## src/rtl/core/lhas_pkg.sv

```systemverilog
// Shared types, codes and sizes for the load history autoscaler.
package lhas_pkg;

    localparam int HIST_DEPTH = 64;
    localparam int HIST_AW    = $clog2(HIST_DEPTH);
    localparam int CNT_W      = HIST_AW + 1;

    localparam int DIV_NUM_W  = 24;
    localparam int DIV_DEN_W  = 17;
    localparam int DIV_CNT_W  = $clog2(DIV_NUM_W);

    typedef enum logic [1:0] {
        ACT_NONE    = 2'd0,
        ACT_UP      = 2'd1,
        ACT_DOWN    = 2'd2,
        ACT_NO_WORK = 2'd3
    } action_t;

    typedef enum logic [2:0] {
        CFG_MAX_WORKERS = 3'd0,
        CFG_MIN_WORKERS = 3'd1,
        CFG_UP_THRESH   = 3'd2,
        CFG_DOWN_THRESH = 3'd3,
        CFG_UP_NEEDED   = 3'd4,
        CFG_UP_WINDOW   = 3'd5,
        CFG_DOWN_WINDOW = 3'd6,
        CFG_DOWN_DELAY  = 3'd7
    } cfg_index_t;

    typedef enum logic [3:0] {
        ST_IDLE,
        ST_AVG_DIV,
        ST_WALK,
        ST_DECIDE,
        ST_EST_START,
        ST_EST_DIV,
        ST_RS_READ,
        ST_RS_START,
        ST_RS_DIV,
        ST_FINISH
    } state_t;

    typedef struct packed {
        logic                 start;
        logic [DIV_NUM_W-1:0] num;
        logic [DIV_DEN_W-1:0] den;
    } div_req_t;

    typedef struct packed {
        logic                 busy;
        logic                 done;
        logic [DIV_NUM_W-1:0] quo;
    } div_rsp_t;

endpackage

```

## src/rtl/core/lhas_ram.sv

```systemverilog
// Generic single-write, single-read RAM with registered read data.
module lhas_ram #(
    parameter int WIDTH = 8,
    parameter int DEPTH = 64
) (
    input  logic                     clk,
    input  logic                     we,
    input  logic [$clog2(DEPTH)-1:0] waddr,
    input  logic [WIDTH-1:0]         wdata,
    input  logic [$clog2(DEPTH)-1:0] raddr,
    output logic [WIDTH-1:0]         rdata
);

    logic [WIDTH-1:0] mem [DEPTH];
    logic [WIDTH-1:0] rdata_reg;

    always_ff @(posedge clk)
    begin
        if (we)
        begin
            mem[waddr] <= wdata;
        end
        rdata_reg <= mem[raddr];
    end

    assign rdata = rdata_reg;

endmodule

```

## src/rtl/core/lhas_div.sv

```systemverilog
// Restoring divider, one quotient bit per cycle.
module lhas_div
    import lhas_pkg::*;
(
    input  logic     clk,
    input  logic     rst_n,
    input  div_req_t req,
    output div_rsp_t rsp
);

    logic                 busy_reg, busy_next;
    logic                 done_reg, done_next;
    logic [DIV_CNT_W-1:0] cnt_reg, cnt_next;
    logic [DIV_NUM_W-1:0] num_reg, num_next;
    logic [DIV_DEN_W-1:0] rem_reg, rem_next;
    logic [DIV_DEN_W-1:0] den_reg, den_next;
    logic [DIV_DEN_W:0]   rem_sh;
    logic [DIV_DEN_W:0]   rem_sub;
    logic                 ge;

    assign rem_sh  = {rem_reg, num_reg[DIV_NUM_W-1]};
    assign ge      = rem_sh >= {1'b0, den_reg};
    assign rem_sub = rem_sh - {1'b0, den_reg};

    always_comb
    begin
        busy_next = busy_reg;
        done_next = 1'b0;
        cnt_next  = cnt_reg;
        num_next  = num_reg;
        rem_next  = rem_reg;
        den_next  = den_reg;
        if (req.start)
        begin
            busy_next = 1'b1;
            cnt_next  = '0;
            num_next  = req.num;
            rem_next  = '0;
            den_next  = req.den;
        end
        else if (busy_reg)
        begin
            rem_next = ge ? rem_sub[DIV_DEN_W-1:0] : rem_sh[DIV_DEN_W-1:0];
            num_next = {num_reg[DIV_NUM_W-2:0], ge};
            cnt_next = cnt_reg + 1'b1;
            if (cnt_reg == DIV_CNT_W'(DIV_NUM_W - 1))
            begin
                busy_next = 1'b0;
                done_next = 1'b1;
            end
        end
    end

    always_ff @(posedge clk or negedge rst_n)
    begin
        if (!rst_n)
        begin
            busy_reg <= 1'b0;
            done_reg <= 1'b0;
            cnt_reg  <= '0;
        end
        else
        begin
            busy_reg <= busy_next;
            done_reg <= done_next;
            cnt_reg  <= cnt_next;
        end
    end

    always_ff @(posedge clk)
    begin
        num_reg <= num_next;
        rem_reg <= rem_next;
        den_reg <= den_next;
    end

    assign rsp.busy = busy_reg;
    assign rsp.done = done_reg;
    assign rsp.quo  = num_reg;

endmodule

```

## src/rtl/core/load_history_autoscaler_top.sv

```systemverilog
// Top level of the load history autoscaler: control sequencer, history RAM, divider.
//
//  channel | dir | handshake        | payload
//  --------+-----+------------------+-------------------------------------------------
//  s_*     | in  | s_tvalid/tready  | tick request: total_load, worker_count
//  m_*     | out | m_tvalid/tready  | decision: action, average_load, estimated_load,
//          |     |                  |           over_count, under_count
//  cfg_*   | in  | cfg_we           | register write, index cfg_index, data cfg_data
//
// One request at a time. A tick with no workers goes straight to the finish step. Otherwise
// the steps are: the average divide, the walk over the 64-entry history RAM (one
// read port, one entry a cycle), the decide step, then possibly the estimate divide
// or, after an upscale, the rescale pass over every entry; all divides share the one
// serial divider. Reset clears the history through per-entry valid bits, so no
// clearing pass is needed. A finished result waits in the output register while
// the next request is accepted; a stalled output holds the sequencer only at its
// last step.
module load_history_autoscaler_top
    import lhas_pkg::*;
(
    input  logic        clk,
    input  logic        rst_n,
    input  logic        s_tvalid,
    output logic        s_tready,
    input  logic [31:0] s_tdata,   // [16:0] total_load, [26:17] worker_count, rest zero
    output logic        m_tvalid,
    input  logic        m_tready,
    output logic [39:0] m_tdata,   // [1:0] action, [9:2] average_load,
                                   // [18:10] estimated_load, [25:19] over_count,
                                   // [32:26] under_count, rest zero
    input  logic        cfg_we,
    input  logic [2:0]  cfg_index,
    input  logic [15:0] cfg_data
);

    // Configuration registers
    logic [9:0]  max_workers_reg, min_workers_reg;
    logic [6:0]  up_thresh_reg, down_thresh_reg, up_needed_reg, up_window_reg;
    logic [6:0]  down_window_reg;
    logic [15:0] down_delay_reg;

    // Sequencer state
    state_t              state_reg, state_next;
    logic [9:0]          n_reg, n_next;
    logic [HIST_AW-1:0]  wp_reg, wp_next;
    logic [15:0]         hold_reg, hold_next;
    logic [CNT_W-1:0]    cnt_reg, cnt_next;
    logic                pend_reg, pend_next;
    logic [CNT_W-1:0]    pend_i_reg, pend_i_next;
    logic [6:0]          over_reg, over_next, under_reg, under_next;
    logic [13:0]         sum_reg, sum_next;
    logic [23:0]         prod_reg, prod_next;
    logic [16:0]         eden_reg, eden_next;
    action_t             act_reg, act_next;
    logic [7:0]          avg_reg, avg_next;
    logic [8:0]          est_reg, est_next;
    logic [HIST_DEPTH-1:0] valid_reg, valid_next;
    logic                valid_q_reg;

    // Output register
    logic                out_valid_reg, out_valid_next;
    logic [39:0]         out_data_reg, out_data_next;
    logic                out_load;

    // History RAM and divider
    logic                ram_we;
    logic [HIST_AW-1:0]  ram_waddr, ram_raddr;
    logic [7:0]          ram_wdata, ram_rdata, hist_h;
    div_req_t            div_req;
    div_rsp_t            div_rsp;

    // Effective down-scaling settings: a zero minimum turns them all off
    logic [6:0]          d_th, d_win;
    logic [15:0]         d_delay, hold_base;
    logic [HIST_AW-1:0]  idx;
    logic                do_up;

    assign d_th    = (min_workers_reg != '0) ? down_thresh_reg : '0;
    assign d_win   = (min_workers_reg != '0) ? down_window_reg : '0;
    assign d_delay = (min_workers_reg != '0) ? down_delay_reg  : '0;
    assign idx     = wp_reg + 1'b1;
    assign hist_h  = valid_q_reg ? ram_rdata : '0;
    assign do_up   = (over_reg >= up_needed_reg) && (n_reg < max_workers_reg);
    assign hold_base = do_up ? d_delay : hold_reg;

    assign s_tready = (state_reg == ST_IDLE);
    assign out_load = (state_reg == ST_FINISH) && (!out_valid_reg || m_tready);

    // Register writes
    always_ff @(posedge clk or negedge rst_n)
    begin
        if (!rst_n)
        begin
            max_workers_reg <= 10'd8;
            min_workers_reg <= 10'd1;
            up_thresh_reg   <= 7'd70;
            down_thresh_reg <= 7'd10;
            up_needed_reg   <= 7'd4;
            up_window_reg   <= 7'd5;
            down_window_reg <= 7'd10;
            down_delay_reg  <= 16'd0;
        end
        else if (cfg_we)
        begin
            unique case (cfg_index_t'(cfg_index))
                CFG_MAX_WORKERS: max_workers_reg <= cfg_data[9:0];
                CFG_MIN_WORKERS: min_workers_reg <= cfg_data[9:0];
                CFG_UP_THRESH:   up_thresh_reg   <= cfg_data[6:0];
                CFG_DOWN_THRESH: down_thresh_reg <= cfg_data[6:0];
                CFG_UP_NEEDED:   up_needed_reg   <= cfg_data[6:0];
                CFG_UP_WINDOW:   up_window_reg   <= cfg_data[6:0];
                CFG_DOWN_WINDOW: down_window_reg <= cfg_data[6:0];
                CFG_DOWN_DELAY:  down_delay_reg  <= cfg_data;
                default:         max_workers_reg <= max_workers_reg;
            endcase
        end
    end

    // Next state
    always_comb
    begin
        state_next = state_reg;
        unique case (state_reg)
            ST_IDLE:
                if (s_tvalid)
                begin
                    state_next = (s_tdata[26:17] == '0) ? ST_FINISH : ST_AVG_DIV;
                end
            ST_AVG_DIV:
                if (div_rsp.done)
                begin
                    state_next = ST_WALK;
                end
            ST_WALK:
                if (cnt_reg == CNT_W'(HIST_DEPTH) && !pend_reg)
                begin
                    state_next = ST_DECIDE;
                end
            ST_DECIDE:
                if (do_up)
                begin
                    state_next = ST_RS_READ;
                end
                else if (over_reg < up_needed_reg && d_win != '0 && under_reg == d_win
                         && n_reg > min_workers_reg && hold_reg == '0)
                begin
                    state_next = ST_EST_START;
                end
                else
                begin
                    state_next = ST_FINISH;
                end
            ST_EST_START: state_next = ST_EST_DIV;
            ST_EST_DIV:
                if (div_rsp.done)
                begin
                    state_next = ST_FINISH;
                end
            ST_RS_READ:  state_next = ST_RS_START;
            ST_RS_START: state_next = ST_RS_DIV;
            ST_RS_DIV:
                if (div_rsp.done)
                begin
                    state_next = (cnt_reg == CNT_W'(HIST_DEPTH - 1)) ? ST_FINISH
                                                                     : ST_RS_READ;
                end
            ST_FINISH:
                if (out_load)
                begin
                    state_next = ST_IDLE;
                end
            default: state_next = ST_IDLE;
        endcase
    end

    // Datapath and outputs
    always_comb
    begin
        n_next      = n_reg;
        wp_next     = wp_reg;
        hold_next   = hold_reg;
        cnt_next    = cnt_reg;
        pend_next   = 1'b0;
        pend_i_next = pend_i_reg;
        over_next   = over_reg;
        under_next  = under_reg;
        sum_next    = sum_reg;
        prod_next   = prod_reg;
        eden_next   = eden_reg;
        act_next    = act_reg;
        avg_next    = avg_reg;
        est_next    = est_reg;
        valid_next  = valid_reg;
        ram_we      = 1'b0;
        ram_waddr   = idx;
        ram_wdata   = avg_reg;
        ram_raddr   = wp_reg - cnt_reg[HIST_AW-1:0];
        div_req     = '0;
        unique case (state_reg)
            ST_IDLE:
                if (s_tvalid)
                begin
                    n_next    = s_tdata[26:17];
                    act_next  = (s_tdata[26:17] == '0) ? ACT_NO_WORK : ACT_NONE;
                    avg_next  = '0;
                    est_next  = '0;
                    over_next = '0;
                    under_next = '0;
                    sum_next  = '0;
                    cnt_next  = '0;
                    div_req.start = (s_tdata[26:17] != '0);
                    div_req.num   = DIV_NUM_W'(s_tdata[16:0]);
                    div_req.den   = DIV_DEN_W'(s_tdata[26:17]);
                end
            ST_AVG_DIV:
                if (div_rsp.done)
                begin
                    // Store the clamped average in the next slot and advance the pointer
                    ram_we    = 1'b1;
                    ram_waddr = idx;
                    ram_wdata = (div_rsp.quo > 24'd255) ? 8'd255 : div_rsp.quo[7:0];
                    avg_next  = ram_wdata;
                    valid_next[idx] = 1'b1;
                    wp_next   = idx;
                end
            ST_WALK:
            begin
                if (cnt_reg != CNT_W'(HIST_DEPTH))
                begin
                    pend_next   = 1'b1;
                    pend_i_next = cnt_reg + 1'b1;
                    cnt_next    = cnt_reg + 1'b1;
                end
                if (pend_reg)
                begin
                    if ({1'b0, hist_h} > {2'b0, up_thresh_reg} && pend_i_reg <= up_window_reg)
                    begin
                        over_next = over_reg + 1'b1;
                    end
                    else if ({1'b0, hist_h} < {2'b0, d_th} && pend_i_reg <= d_win)
                    begin
                        under_next = under_reg + 1'b1;
                    end
                    if (pend_i_reg <= d_win)
                    begin
                        sum_next = sum_reg + 14'(hist_h);
                    end
                end
            end
            ST_DECIDE:
            begin
                hold_next = (hold_base != '0) ? hold_base - 1'b1 : '0;
                prod_next = 24'(sum_reg) * 24'(n_reg);
                eden_next = 17'(d_win) * 17'(n_reg - 1'b1);
                cnt_next  = '0;
                if (do_up)
                begin
                    act_next = ACT_UP;
                end
            end
            ST_EST_START:
            begin
                div_req.start = 1'b1;
                div_req.num   = prod_reg;
                div_req.den   = eden_reg;
            end
            ST_EST_DIV:
                if (div_rsp.done)
                begin
                    est_next = (div_rsp.quo > 24'd511) ? 9'd511 : div_rsp.quo[8:0];
                    if (div_rsp.quo < 24'(up_thresh_reg))
                    begin
                        act_next = ACT_DOWN;
                    end
                end
            ST_RS_READ:
                ram_raddr = cnt_reg[HIST_AW-1:0];
            ST_RS_START:
            begin
                // Rescale one entry by n/(n+1)
                div_req.start = 1'b1;
                div_req.num   = DIV_NUM_W'(18'(hist_h) * 18'(n_reg));
                div_req.den   = DIV_DEN_W'({1'b0, n_reg} + 11'd1);
            end
            ST_RS_DIV:
                if (div_rsp.done)
                begin
                    ram_we    = 1'b1;
                    ram_waddr = cnt_reg[HIST_AW-1:0];
                    ram_wdata = div_rsp.quo[7:0];
                    valid_next[cnt_reg[HIST_AW-1:0]] = 1'b1;
                    cnt_next  = cnt_reg + 1'b1;
                end
            ST_FINISH: ;
            default: ;
        endcase
    end

    // Output register: a waiting result holds until taken
    always_comb
    begin
        out_valid_next = out_valid_reg;
        out_data_next  = out_data_reg;
        if (m_tready)
        begin
            out_valid_next = 1'b0;
        end
        if (out_load)
        begin
            out_valid_next = 1'b1;
            out_data_next  = {7'd0, under_reg, over_reg, est_reg, avg_reg, act_reg};
        end
    end

    always_ff @(posedge clk or negedge rst_n)
    begin
        if (!rst_n)
        begin
            state_reg     <= ST_IDLE;
            wp_reg        <= '0;
            hold_reg      <= '0;
            cnt_reg       <= '0;
            pend_reg      <= 1'b0;
            valid_reg     <= '0;
            valid_q_reg   <= 1'b0;
            out_valid_reg <= 1'b0;
        end
        else
        begin
            state_reg     <= state_next;
            wp_reg        <= wp_next;
            hold_reg      <= hold_next;
            cnt_reg       <= cnt_next;
            pend_reg      <= pend_next;
            valid_reg     <= valid_next;
            valid_q_reg   <= valid_reg[ram_raddr];
            out_valid_reg <= out_valid_next;
        end
    end

    always_ff @(posedge clk)
    begin
        n_reg        <= n_next;
        pend_i_reg   <= pend_i_next;
        over_reg     <= over_next;
        under_reg    <= under_next;
        sum_reg      <= sum_next;
        prod_reg     <= prod_next;
        eden_reg     <= eden_next;
        act_reg      <= act_next;
        avg_reg      <= avg_next;
        est_reg      <= est_next;
        out_data_reg <= out_data_next;
    end

    lhas_ram #(
        .WIDTH(8),
        .DEPTH(HIST_DEPTH)
    ) u_hist (
        .clk   (clk),
        .we    (ram_we),
        .waddr (ram_waddr),
        .wdata (ram_wdata),
        .raddr (ram_raddr),
        .rdata (ram_rdata)
    );

    lhas_div u_div (
        .clk   (clk),
        .rst_n (rst_n),
        .req   (div_req),
        .rsp   (div_rsp)
    );

    assign m_tvalid = out_valid_reg;
    assign m_tdata  = out_data_reg;

    a_div_start_idle: assert property (@(posedge clk) disable iff (!rst_n)
        div_req.start |-> !div_rsp.busy)
        else $error("divider restarted while busy");

    a_out_no_overwrite: assert property (@(posedge clk) disable iff (!rst_n)
        out_load |-> (!out_valid_reg || m_tready))
        else $error("pending result overwritten");

    a_ram_write_states: assert property (@(posedge clk) disable iff (!rst_n)
        ram_we |-> (state_reg == ST_AVG_DIV || state_reg == ST_RS_DIV))
        else $error("history written outside its steps");

    a_walk_bound: assert property (@(posedge clk) disable iff (!rst_n)
        cnt_reg <= CNT_W'(HIST_DEPTH))
        else $error("history walk ran past the ring");

    a_up_has_over: assert property (@(posedge clk) disable iff (!rst_n)
        (state_reg == ST_FINISH && act_reg == ACT_UP) |-> over_reg >= up_needed_reg)
        else $error("upscale without enough overloaded samples");

endmodule

```

## config.mk

```make
export PLATFORM = sky130hd
export DESIGN_NAME = load_history_autoscaler_top
export DESIGN_NICKNAME = d
export VERILOG_FILES = /design/src/rtl/core/lhas_pkg.sv /design/src/rtl/core/lhas_ram.sv /design/src/rtl/core/lhas_div.sv /design/src/rtl/core/load_history_autoscaler_top.sv
export SDC_FILE = /design/constraint.sdc
export NUM_CORES = 2
export LEC_CHECK = 0
export ABC_AREA = 0
export BUFFER_PORTS_ARGS = -buffer_cell sky130_fd_sc_hd__buf_2
export CORE_MARGIN = 5
export CORE_UTILIZATION = 65
export DETAILED_ROUTE_END_ITERATION = 6
export PLACE_DENSITY = 0.91
export SETUP_SLACK_MARGIN = 0.05
export SYNTH_ARGS = -nofsm -noshare
export SYNTH_HDL_FRONTEND = slang
export SYNTH_SLANG_ARGS = --single-unit
```

## constraint.sdc

```tcl
create_clock -name clk -period 8.2 [get_ports clk]
set_input_delay 1.23 -clock clk [delete_from_list [all_inputs] [get_ports clk]]
set_output_delay 1.23 -clock clk [all_outputs]
set_load 0.01 [all_outputs]
```

==> out/qor.txt <==
Worst setup SP type -> flip-flop
Final WL -> 124,000 um
Ranking of synthesized cells by area -> edfxtp_1, dfrtp_1, fa_1
Worst slew pin tran -> 1392 ps
Top Metal Used -> met5
Synth Flop Type -> edfxtp_1
RSZ-0062 raised after global routing -> false
Detailed-route DRC error count -> 14
Layout cells sized above 1 -> 0.1275
TritonRoute pass-1 iters -> 7
1st-iter DRT viols -> 4,381
Post-synth EDFFs -> 691
Placer's final routability congestion estimate -> 0.9170
Routed Antenna Nets -> 0
H-tree levels -> 3
Max Root-Sink Buffers -> 3
Failing checks -> design-rule violations
Metal-1 WL -> 43,590 um
Synth Instances -> 4,004
Minimum clock period -> 6324 ps
Post-synthesis async set-or-reset flop share -> 0.1991
Dpl cells -> 4,976
Max_slew headroom -> 0.07211
Post-CTS setup buffers -> 0
CORE AREA -> 0.07608 mm2
Synthesized flop and latch total -> 894
Final hold violation count -> 0
Buf+Inv Stages, Crit Path -> 4
Syn-to-layout area delta -> 8.454%
Final setup viols -> 0
IO Pins -> 98
Crit end category -> flip-flop
Tcrit/Tclk final -> 0.7712
Crit path max-delay family -> adder cells
Detailed Place HPWL -> 81,750 um
Count of different cell masters after synthesis -> 85
CTS tree -> done
CTS Buf Count -> 87
First-pass GRT wire length -> 193,800 um
Crit-path max cell delay -> 990 ps
Cell taking the most area after synthesis -> edfxtp_1
Peak VDD IR -> 0.6818 mV
Largest net degree at the start of global routing -> 88
Vias -> 34,126
Cell area after synthesis -> 0.04993 mm2
Number of flip-flops in the largest register -> 512
Antenna violations before repair -> 2
Starting Density -> 0.6564
Setup TNS Final -> 0 ps
Arrival time worst endpoint -> 6690 ps
Top cells by count, synth -> edfxtp_1, inv_1, nand2_1
Max Slew Vio Count -> 0
Wire length on met2 -> 60,320 um
Worst path required time -> 8560 ps
Clock transition at path regs -> 60 ps
HP Class -> reg -> reg
Post-cts resize count -> 0
Die Height -> 287.2 um
Syn avg cell area -> 12.47 um2
CTS sink cnt -> 894
Die width -> 287.2 um
Reg2reg path depth -> 19
Ys Warns -> 0
Nets -> 4,521
DR WL met3 -> 14,040 um
Vias in the first global route -> 34,666
Worst Clk Skew -> 44.33 ps
Mean number of vias per cell -> 6.639
Leakage -> 22.15 nW
Pwr Density -> 414.0 mW/mm2
Max_cap viols -> 0
Cell Rows -> 101
CP Depth -> 19
Outcome -> complete, but fails checks
Gr usage total -> 0.2999
Worst hold stages -> 0
Crit-path cells -> nand2_1 -> inv_1 -> nand2_1 -> fa_1 -> fa_1 -> inv_1 -> fa_1 -> inv_1 -> fa_1 -> inv_1 -> ha_1 -> or3_1 -> o21bai_1 -> nand3_1 -> nand3_1 -> o41ai_1 -> xnor2_1 -> a222oi_1 -> a21oi_1
FMAX -> 158.1 MHz
Register area share after synthesis -> 0.5151
Grt total ovfl -> 0
CTS Hold Bufs -> 0
Most frequent cell after synthesis -> edfxtp_1
Post-synth top area share -> 0.4156
Slowest cell on crit path -> dfrtp_1
Routed WL per cell -> 24.12 um
# port buffers -> 85
Die area -> 0.08246 mm2
Cell Count, Final, Fillers Out -> 5,140
Max Fanout on Critical Path -> 43
Root buf cell -> clkbuf_16
Critical path class -> reg -> reg
Skew-Pair Late Insertion Delay -> 670 ps
-- report_power, final --
| part | total [mW] | internal (mW) | switching, mW |
|---|---|---|---|
| registers | 6.85 | 6.27 | 0.586 |
| logic | 11.5 | 4.75 | 6.76 |
| clock network | 4.07 | 2.27 | 1.80 |
-- kinds of logic after synthesis --
family	synth area share
other cells	0.00007510
fa+ha+maj	0.1380
compound gates	0.08532
xor+xnor	0.02280
mux	0.08860
simple gates	0.1047
flops	0.5151
buf+inv	0.04543
-- placed cells by master (no fill, tap or decap), drive strengths merged, types with 49 or more instances in the layout --
master  instances
edfxtp        691
inv           358
nand2         326
nor2          313
ha            229
fa            201
dfrtp         166
mux4          144
buf           139
o21ai         132
clkbuf        114
a21oi         104
and3           87
xnor2          81
and2           81
nand3          80
mux2i          65
nor3           59
a21o           53
xor2           49
-- per-layer routing --
layer  vias to the layer above  GRT usage
met3                       483    0.07185
li1                      14516          -
met4                         2     0.1324
met1                     16705     0.3814
met5                         -          0
met2                      2420     0.4970
-- worst paths after layout --
check / slack, ps / startpoint / endpoint
worst min register to register: 420 / est_reg[5]$_SDFFCE_PN0P_ / m_tdata[15]$_DFFE_PP_
min in group asynchronous: 440 / rst_n / u_div.busy_reg$_DFF_PN0_
worst max-delay path: 1880 / valid_q_reg$_DFF_PN0_ / u_div.num_reg[15]$_DFFE_PP_
worst max register to register: 1880 / valid_q_reg$_DFF_PN0_ / u_div.num_reg[15]$_DFFE_PP_
max in group asynchronous: 6390 / rst_n / valid_reg[1]$_DFFE_PN0P_
worst min-delay path: 420 / est_reg[5]$_SDFFCE_PN0P_ / m_tdata[15]$_DFFE_PP_
-- cell type report --
class / count / area (um2)
Timing Repair Buffer: 139 / 849.6
Multi-Input combinational cell: 2560 / 22050
Clock buffer: 114 / 2452
Sequential cell: 894 / 25720
Tap cell: 1030 / 1289
Antenna cell: 1 / 2.502
Clock inverter: 49 / 466.7
Inverter: 353 / 1325
Fill cell: 4593 / 21920
-- stage by stage --
step	total power [mW]	utilization	cell area (um2)	hold WS (ps)	setup WS, ps
floorplan	15.40	-	49960	400.3	2594
global placement	17.54	0.6734	51230	402.4	2171
detailed placement	18.12	0.6734	51230	404.5	2054
CTS	22.29	0.7118	54150	419.3	2013
global route	23.98	0.7119	54150	430.9	1539
finish	22.42	0.7119	54150	417.3	1876
(Power assumes the default switching activity.)
